<file path="config.mk">
export PLATFORM = sky130hd
export DESIGN_NAME = bounded_lifo_stack
export DESIGN_NICKNAME = d
export VERILOG_FILES = /design/src/hw/rtl/bls_pkg.sv /design/src/hw/rtl/bls_ctrl.sv /design/src/hw/rtl/bls_dpath.sv /design/src/hw/rtl/bounded_lifo_stack.sv
export SDC_FILE = /design/constraint.sdc
export NUM_CORES = 2
export LEC_CHECK = 0
export ABC_AREA = 1
export BUFFER_PORTS_ARGS = -buffer_cell sky130_fd_sc_hd__buf_2
export CAP_MARGIN = 10
export CORE_AREA = 3 3 561 563
export DETAILED_ROUTE_END_ITERATION = 8
export DIE_AREA = 0 0 564 566
export PLACE_DENSITY = 0.51
export SLEW_MARGIN = 20
export SYNTH_ARGS = -nofsm -noshare
export SYNTH_HDL_FRONTEND = slang
export SYNTH_SLANG_ARGS = --single-unit
</file>
<file path="constraint.sdc">
create_clock -name clk -period 5 [get_ports clk]
set_input_delay 1 -clock clk [delete_from_list [all_inputs] [get_ports clk]]
set_output_delay 1 -clock clk [all_outputs]
set_load 0.01 [all_outputs]
</file>
<file path="src/hw/rtl/bls_pkg.sv">
// ----------------------------------------------------------------------------
// bls_pkg
// Shared constants, codes and control types of the bounded LIFO stack.
// ----------------------------------------------------------------------------
package bls_pkg;

  localparam int DEPTH      = 64;
  localparam int DATA_WIDTH = 32;
  localparam int ADDR_W     = $clog2(DEPTH);
  localparam int CNT_W      = 7;
  localparam int ACT_W      = 2;
  localparam int ST_W       = 2;

  localparam logic [CNT_W-1:0] DEPTH_CNT = CNT_W'(DEPTH);
  localparam logic [CNT_W-1:0] CAP_RESET = CNT_W'(64);

  localparam logic [ACT_W-1:0] ACT_PUSH = 2'd0;
  localparam logic [ACT_W-1:0] ACT_POP  = 2'd1;
  localparam logic [ACT_W-1:0] ACT_PEEK = 2'd2;

  localparam logic [ST_W-1:0] ST_OK        = 2'd0;
  localparam logic [ST_W-1:0] ST_OVERFLOW  = 2'd1;
  localparam logic [ST_W-1:0] ST_UNDERFLOW = 2'd2;
  localparam logic [ST_W-1:0] ST_BADPOS    = 2'd3;

  // Commands from the controller to the datapath.
  typedef struct packed {
    logic take;  // capture the accepted operation and access the memory
    logic emit;  // load the result register
  } bls_cmd_t;

endpackage

</file>
<file path="src/hw/rtl/bls_ctrl.sv">
// ----------------------------------------------------------------------------
// bls_ctrl
// Controller: sequences one operation through memory access and result load.
// ----------------------------------------------------------------------------
module bls_ctrl (
  input  logic              clk,
  input  logic              rst_n,
  input  logic              in_valid,
  output logic              in_ready,
  output logic              out_valid,
  input  logic              out_ready,
  output bls_pkg::bls_cmd_t cmd
);

  localparam logic S_IDLE = 1'b0;
  localparam logic S_EXEC = 1'b1;

  logic state_r, state_nxt;
  logic out_valid_r, out_valid_nxt;
  logic slot_free;

  assign in_ready  = (state_r == S_IDLE);
  assign slot_free = !out_valid_r || out_ready;

  always_comb begin
    cmd.take      = in_valid && (state_r == S_IDLE);
    cmd.emit      = (state_r == S_EXEC) && slot_free;
    state_nxt     = state_r;
    out_valid_nxt = out_valid_r;
    unique case (state_r)
      S_IDLE: begin
        if (cmd.take) state_nxt = S_EXEC;
      end
      S_EXEC: begin
        if (slot_free) state_nxt = S_IDLE;
      end
      default: state_nxt = S_IDLE;
    endcase
    if (cmd.emit) begin
      out_valid_nxt = 1'b1;
    end else if (out_ready) begin
      out_valid_nxt = 1'b0;
    end
  end

  always_ff @(posedge clk) begin
    if (!rst_n) begin
      state_r     <= S_IDLE;
      out_valid_r <= 1'b0;
    end else begin
      state_r     <= state_nxt;
      out_valid_r <= out_valid_nxt;
    end
  end

  assign out_valid = out_valid_r;

endmodule

</file>
<file path="src/hw/rtl/bls_dpath.sv">
// ----------------------------------------------------------------------------
// bls_dpath
// Datapath: capacity register, entry count, stack memory and result register.
// ----------------------------------------------------------------------------
module bls_dpath (
  input  logic                                clk,
  input  logic                                rst_n,
  input  bls_pkg::bls_cmd_t                   cmd,
  input  logic                                cfg_write,
  input  logic        [bls_pkg::CNT_W-1:0]      cfg_data,
  input  logic        [bls_pkg::ACT_W-1:0]      in_action,
  input  logic signed [bls_pkg::DATA_WIDTH-1:0] in_push_value,
  input  logic        [bls_pkg::CNT_W-1:0]      in_peek_position,
  output logic signed [bls_pkg::DATA_WIDTH-1:0] out_value,
  output logic        [bls_pkg::ST_W-1:0]       out_status,
  output logic        [bls_pkg::CNT_W-1:0]      out_count,
  output logic                                out_full_res,
  output logic                                out_empty_res
);

  logic [bls_pkg::DATA_WIDTH-1:0] mem [bls_pkg::DEPTH];

  logic [bls_pkg::CNT_W-1:0]      cap_r, eff_cap;
  logic [bls_pkg::CNT_W-1:0]      count_r, count_nxt;
  logic [bls_pkg::ST_W-1:0]       st_nxt, st_r;
  logic                           rd_nxt, rd_r;
  logic [bls_pkg::CNT_W-1:0]      addr_full;
  logic [bls_pkg::ADDR_W-1:0]     addr;
  logic                           wr_en;
  logic [bls_pkg::DATA_WIDTH-1:0] rdata_r;

  logic signed [bls_pkg::DATA_WIDTH-1:0] value_r;
  logic        [bls_pkg::ST_W-1:0]       status_r;
  logic        [bls_pkg::CNT_W-1:0]      ocount_r;
  logic                                  full_r, empty_r;

  assign eff_cap = (cap_r > bls_pkg::DEPTH_CNT) ? bls_pkg::DEPTH_CNT : cap_r;

  // Decide the outcome of the operation at the accept edge.
  always_comb begin
    count_nxt = count_r;
    st_nxt    = bls_pkg::ST_OK;
    rd_nxt    = 1'b0;
    wr_en     = 1'b0;
    addr_full = count_r;
    unique case (in_action)
      bls_pkg::ACT_PUSH: begin
        if (count_r >= eff_cap) begin
          st_nxt = bls_pkg::ST_OVERFLOW;
        end else begin
          wr_en     = 1'b1;
          count_nxt = count_r + 1'b1;
        end
      end
      bls_pkg::ACT_POP: begin
        addr_full = count_r - 1'b1;
        if (count_r == '0) begin
          st_nxt = bls_pkg::ST_UNDERFLOW;
        end else begin
          rd_nxt    = 1'b1;
          count_nxt = count_r - 1'b1;
        end
      end
      bls_pkg::ACT_PEEK: begin
        addr_full = count_r - in_peek_position;
        if (in_peek_position == '0 || in_peek_position > count_r) begin
          st_nxt = bls_pkg::ST_BADPOS;
        end else begin
          rd_nxt = 1'b1;
        end
      end
      default: begin
      end
    endcase
  end

  assign addr = addr_full[bls_pkg::ADDR_W-1:0];

  always_ff @(posedge clk) begin
    if (cmd.take && wr_en) mem[addr] <= in_push_value;
    if (cmd.take && rd_nxt) rdata_r <= mem[addr];
  end

  always_ff @(posedge clk) begin
    if (!rst_n) begin
      cap_r   <= bls_pkg::CAP_RESET;
      count_r <= '0;
    end else begin
      if (cfg_write) cap_r <= cfg_data;
      if (cmd.take) count_r <= count_nxt;
    end
  end

  always_ff @(posedge clk) begin
    if (cmd.take) begin
      st_r <= st_nxt;
      rd_r <= rd_nxt;
    end
    if (cmd.emit) begin
      value_r  <= rd_r ? rdata_r : '0;
      status_r <= st_r;
      ocount_r <= count_r;
      full_r   <= (count_r >= eff_cap);
      empty_r  <= (count_r == '0);
    end
  end

  assign out_value     = value_r;
  assign out_status    = status_r;
  assign out_count     = ocount_r;
  assign out_full_res  = full_r;
  assign out_empty_res = empty_r;

endmodule

</file>
<file path="src/hw/rtl/bounded_lifo_stack.sv">
// ----------------------------------------------------------------------------
// bounded_lifo_stack
// Bounded LIFO stack with a programmable capacity: push, pop and peek.
// ----------------------------------------------------------------------------
// A result is presented when the result register is loaded; the registered
// read port of the stack memory lies between acceptance and that load, and no
// new operation is taken until the current one has loaded its result.
// A result waiting in the output register does not block the next transfer in.
// Reset (synchronous, rst_n low): entry count 0, capacity 64, no result pending.
// The stack memory is not cleared; only entries pushed since reset are read.
module bounded_lifo_stack (
  input  logic                                clk,
  input  logic                                rst_n,
  input  logic                                cfg_valid,
  output logic                                cfg_ready,
  input  logic        [bls_pkg::CNT_W-1:0]      cfg_capacity,
  input  logic                                in_valid,
  output logic                                in_ready,
  input  logic        [bls_pkg::ACT_W-1:0]      in_action,
  input  logic signed [bls_pkg::DATA_WIDTH-1:0] in_push_value,
  input  logic        [bls_pkg::CNT_W-1:0]      in_peek_position,
  output logic                                out_valid,
  input  logic                                out_ready,
  output logic signed [bls_pkg::DATA_WIDTH-1:0] out_value,
  output logic        [bls_pkg::ST_W-1:0]       out_status,
  output logic        [bls_pkg::CNT_W-1:0]      out_count,
  output logic                                out_full_res,
  output logic                                out_empty_res
);

  bls_pkg::bls_cmd_t cmd;

  // The capacity register takes a write on every cycle; software writes it
  // only while the stack is idle.
  assign cfg_ready = 1'b1;

  // The controller accepts an operation when idle, then loads the registered
  // memory read into the result register once the output slot is free.
  bls_ctrl u_ctrl (
    .clk       (clk),
    .rst_n     (rst_n),
    .in_valid  (in_valid),
    .in_ready  (in_ready),
    .out_valid (out_valid),
    .out_ready (out_ready),
    .cmd       (cmd)
  );

  // The datapath holds the count, the capacity, the memory and the result.
  bls_dpath u_dpath (
    .clk              (clk),
    .rst_n            (rst_n),
    .cmd              (cmd),
    .cfg_write        (cfg_valid && cfg_ready),
    .cfg_data         (cfg_capacity),
    .in_action        (in_action),
    .in_push_value    (in_push_value),
    .in_peek_position (in_peek_position),
    .out_value        (out_value),
    .out_status       (out_status),
    .out_count        (out_count),
    .out_full_res     (out_full_res),
    .out_empty_res    (out_empty_res)
  );

  // After a transfer in, the block is busy while the memory access is in flight.
  a_busy_after_take: assert property (@(posedge clk) disable iff (!rst_n)
    in_valid && in_ready |=> !in_ready)
    else $error("input accepted while an operation is in flight");

  // Overflow is reported only when the stack is at its capacity.
  a_overflow_full: assert property (@(posedge clk) disable iff (!rst_n)
    out_valid && out_status == bls_pkg::ST_OVERFLOW |-> out_full_res)
    else $error("overflow reported while the stack is not full");

  // Underflow is reported only on an empty stack, with a zero value.
  a_underflow_empty: assert property (@(posedge clk) disable iff (!rst_n)
    out_valid && out_status == bls_pkg::ST_UNDERFLOW |-> out_empty_res && out_value == '0)
    else $error("underflow reported on a non-empty stack");

endmodule

</file>
==> results.py <==
metrics = {
    "global_routing": {
        "grt_pass1_vias": 63740,
        "grt_max_degree": 122,
        "antenna_found_initial": 31,
        "grtUsageTotal": 0.1865,
        "grt_pass1_wl_um": 446400,
        "grt.overflow.total": 0,
    },
    "worst_setup_path": {
        "arrival_ns": 4.78,
        "crit_required_ns": 5.55,
        "worst_setup_path_end_kind": "register",
        "critical_path_peak_fanout": 17,
        "crit_type": "register to register",
        "worst_setup_path_start_kind": "register",
    },
    "run": {
        "max-cap-violations": 0,
    },
    "clock_tree": {
        "cts_tree": "done",
        "cts_sinks": 2142,
        "clk_pin_slew_ns": 0.06,
        "cts_buffers": 228,
        "cts_root_buffer": "clkbuf_16",
        "cts_hold_buffers": 0,
        "post_cts_buffers": 0,
        "clk_latency_ns": 0.91,
        "post_cts_resized": 0,
        "clockBufferDepth": 4,
        "htreeDepth": 4,
    },
    "sta": {
        "slew_headroom": 0.3099,
        "max_freq_mhz": 236.6,
        "min_period_ns": 4.227,
        "finalCritPeriodShare": 0.8454,
        "clock_skew_ns": 0.03634,
        "rsz0062_at_grt": "no",
        "worst_pin_slew_ns": 1.035,
        "slew_viol_final": 0,
        "hold_viol": 0,
        "setup_viol_count_final": 0,
        "tns_ns": 0,
        "finalWorstSetupSlack_ns": 0.7730,
    },
    "outcome": {
        "status": "finished, final reports clean",
    },
    "synth": {
        "synth_seq_cells": 2142,
        "netlist.area_leader.share": 0.6878,
        "netlist_top_cells_area": "edfxtp_1 69%, nand2_1 20%, nand3_1 5.6%, buf_2 1.4%, clkbuf_1 0.75%",
        "netlist_area_sq_mm": 0.09283,
        "synth_warnings": 0,
        "async_reset_ff_frac": 0,
        "synth_cell_types": 35,
        "synth_flop_cell": "edfxtp_1",
        "synth_cells": 9148,
        "avgSynthCellArea_sq_um": 10.15,
        "synth_nets": 9227,
        "synth_edf_count": 2126,
        "synth.largest_area_cell": "edfxtp_1",
        "yosysSeqAreaShare": 0.6912,
    },
    "drt": {
        "firstDrtPassIters": 6,
        "final_antenna_net_count": 0,
        "wl_per_cell_um": 22.74,
        "first_iter_violations": 7548,
        "via_per_inst": 4.922,
        "drc_errors": 0,
        "dr_total_vias": 66430,
        "routed_wl_um": 306900,
    },
    "floorplan": {
        "pin_count": 99,
        "die_width_um": 564,
        "rows": 204,
        "start_util": 0.3001,
        "die_height_um": 566,
        "core_region_area_sq_mm": 0.3094,
        "dieArea_sq_mm": 0.3192,
    },
    "power_and_ir_drop": {
        "power_w": 0.04373,
        "pwr-share-seq": 0.455,
        "sw_frac_of_total": 0.2926,
        "p_clk_frac": 0.372,
        "p_switching_w": 0.01279,
        "power.leakage_nw": 43.39,
        "ir_drop_v": 0.0002966,
        "powerDensity_mw_per_mm2": 408.9,
        "comb_power_share": 0.173,
        "internal-power_w": 0.03093,
    },
    "place": {
        "portBuffers": 97,
        "dp_slack_ns": 0.2644,
        "routabilityCongestion": 0.8528,
        "dp_hpwl_um": 172700,
    },
    "final_layout": {
        "layout-drive-gt1-share": 0.08046,
        "nFillCells": 30990,
        "final_cell_mix": "5060 x nand2_1, 2126 x edfxtp_1, 1039 x nand3_1",
        "fin_nets": 9263,
        "layout.cells.most_common": "nand2_1",
        "syn_to_final_growth_pct": 15.20,
    },
    "hold_path": {
        "hp-class": "primary input to register",
    },
}
power by group through the flow:
stage               sequential [W]  clock, W  combinational, W
global route                0.0199    0.0173           0.00828
global placement            0.0203         0           0.00751
detailed placement          0.0203         0           0.00751
finish                      0.0199    0.0163           0.00755
CTS                         0.0199    0.0166           0.00753
floorplan                   0.0203         0           0.00440
cells in the mapped netlist (2+ instances only):
master and count:
o21ai_0 21, nor2_1 102, buf_6 4, nand4_1 4
edfxtp_1 2126, nand3_1 1039, o211ai_1 2, buf_1 37
clkbuf_1 185, dfxtp_1 16, nand2_1 5061, ha_1 25
buf_2 261, inv_1 133, nor3_1 4, a21oi_1 23
buf_4 73, a211oi_1 3, inv_2 4, nand3_2 9
o21ai_2 2
per-layer routing:
metal,track usage,wire [um]
met1,0.2618,134400
met2,0.2951,140800
met3,0.02856,22110
met4,0.05936,9518
met5,0,119
critical path: stages (launching register included):
cell	delay (ns)
dfxtp_1	0.33
nor4_1	0.32
nand2_1	0.11
nand2_1	0.15
nand2_1	0.09
ha_1	0.30
a21oi_1	0.13
nor2_1	0.05
a211oi_1	0.17
o21ai_0	0.20
nor2_1	0.21
buf_4	0.29
nand3_2	0.34
nor2_4	0.74
buf_4	0.42
layout make-up:
| cell class | count | area (sq um) | share of cell area |
|---|---|---|---|
| Clock inverter | 121 | 1002 | 0.009372 |
| Tap cell | 4120 | 5155 | 0.04821 |
| Timing Repair Buffer | 366 | 4066 | 0.03803 |
| Antenna cell | 19 | 47.55 | 0.0004446 |
| Multi-Input combinational cell | 6309 | 26020 | 0.2433 |
| Sequential cell | 2142 | 64160 | 0.6000 |
| Clock buffer | 284 | 5958 | 0.05572 |
| Inverter | 137 | 521.8 | 0.004879 |
cell families (layout without fill, tap and decap cells):
kind of cell | Yosys count | count (layout) | share of synthesized area
AO/OA/AOI/OAI | 57 | 57 | 0.003478
XOR/XNOR | 1 | 1 | 0.00009437
adder cells (fa/ha/maj) | 26 | 26 | 0.003585
buffers and inverters | 697 | 908 | 0.03498
flip-flops | 2142 | 2142 | 0.6912
other | 1 | 20 | 0.00004040
AND/OR/NAND/NOR | 6224 | 6224 | 0.2666
flip-flops by register name, indices dropped and copies added, names as in the netlist:
| signal | cells |
|---|---|
| u_dpath.rdata_r | 32 |
| u_dpath.out_full_res | 1 |
| u_dpath.out_value | 32 |
| u_dpath.mem | 2048 |
| u_ctrl.out_valid | 1 |
| u_dpath.cap_r | 7 |
| u_dpath.rd_r | 1 |
| u_ctrl.state_r | 1 |
| u_dpath.st_r | 2 |
| u_dpath.count_r | 7 |
| u_dpath.out_count | 7 |
| u_dpath.out_status | 2 |
| u_dpath.out_empty_res | 1 |
stage by stage:
step	util	cell area, sq um	instances	hold slack, ns
5_1_grt	0.3456	106900	13490	0.3272
4_1_cts	0.3455	106900	13480	0.2906
2_1_floorplan	-	92830	9148	0.4003
6_report	0.3457	106900	13500	0.3484
3_5_place_dp	0.3230	99920	13070	0.4168
3_3_place_gp	0.3229	99890	13070	0.4062
final timing paths:
| check | from | endpoint | slack [ns] | cells past startpoint |
|---|---|---|---|---|
| max | u_dpath.cap_r[2]$_SDFFE_PN0P_ | u_dpath.mem[37][15]$_DFFE_PP_ | 0.77 | 14 |
| min reg2reg | u_dpath.st_r[0]$_DFFE_PP_ | u_dpath.out_status[0]$_DFFE_PP_ | 0.42 | 0 |
| min | cfg_capacity[3] | u_dpath.cap_r[3]$_SDFFE_PN0P_ | 0.35 | 3 |
| max reg2reg | u_dpath.cap_r[2]$_SDFFE_PN0P_ | u_dpath.mem[37][15]$_DFFE_PP_ | 0.77 | 14 |
Power figures use the tool's default switching activity.
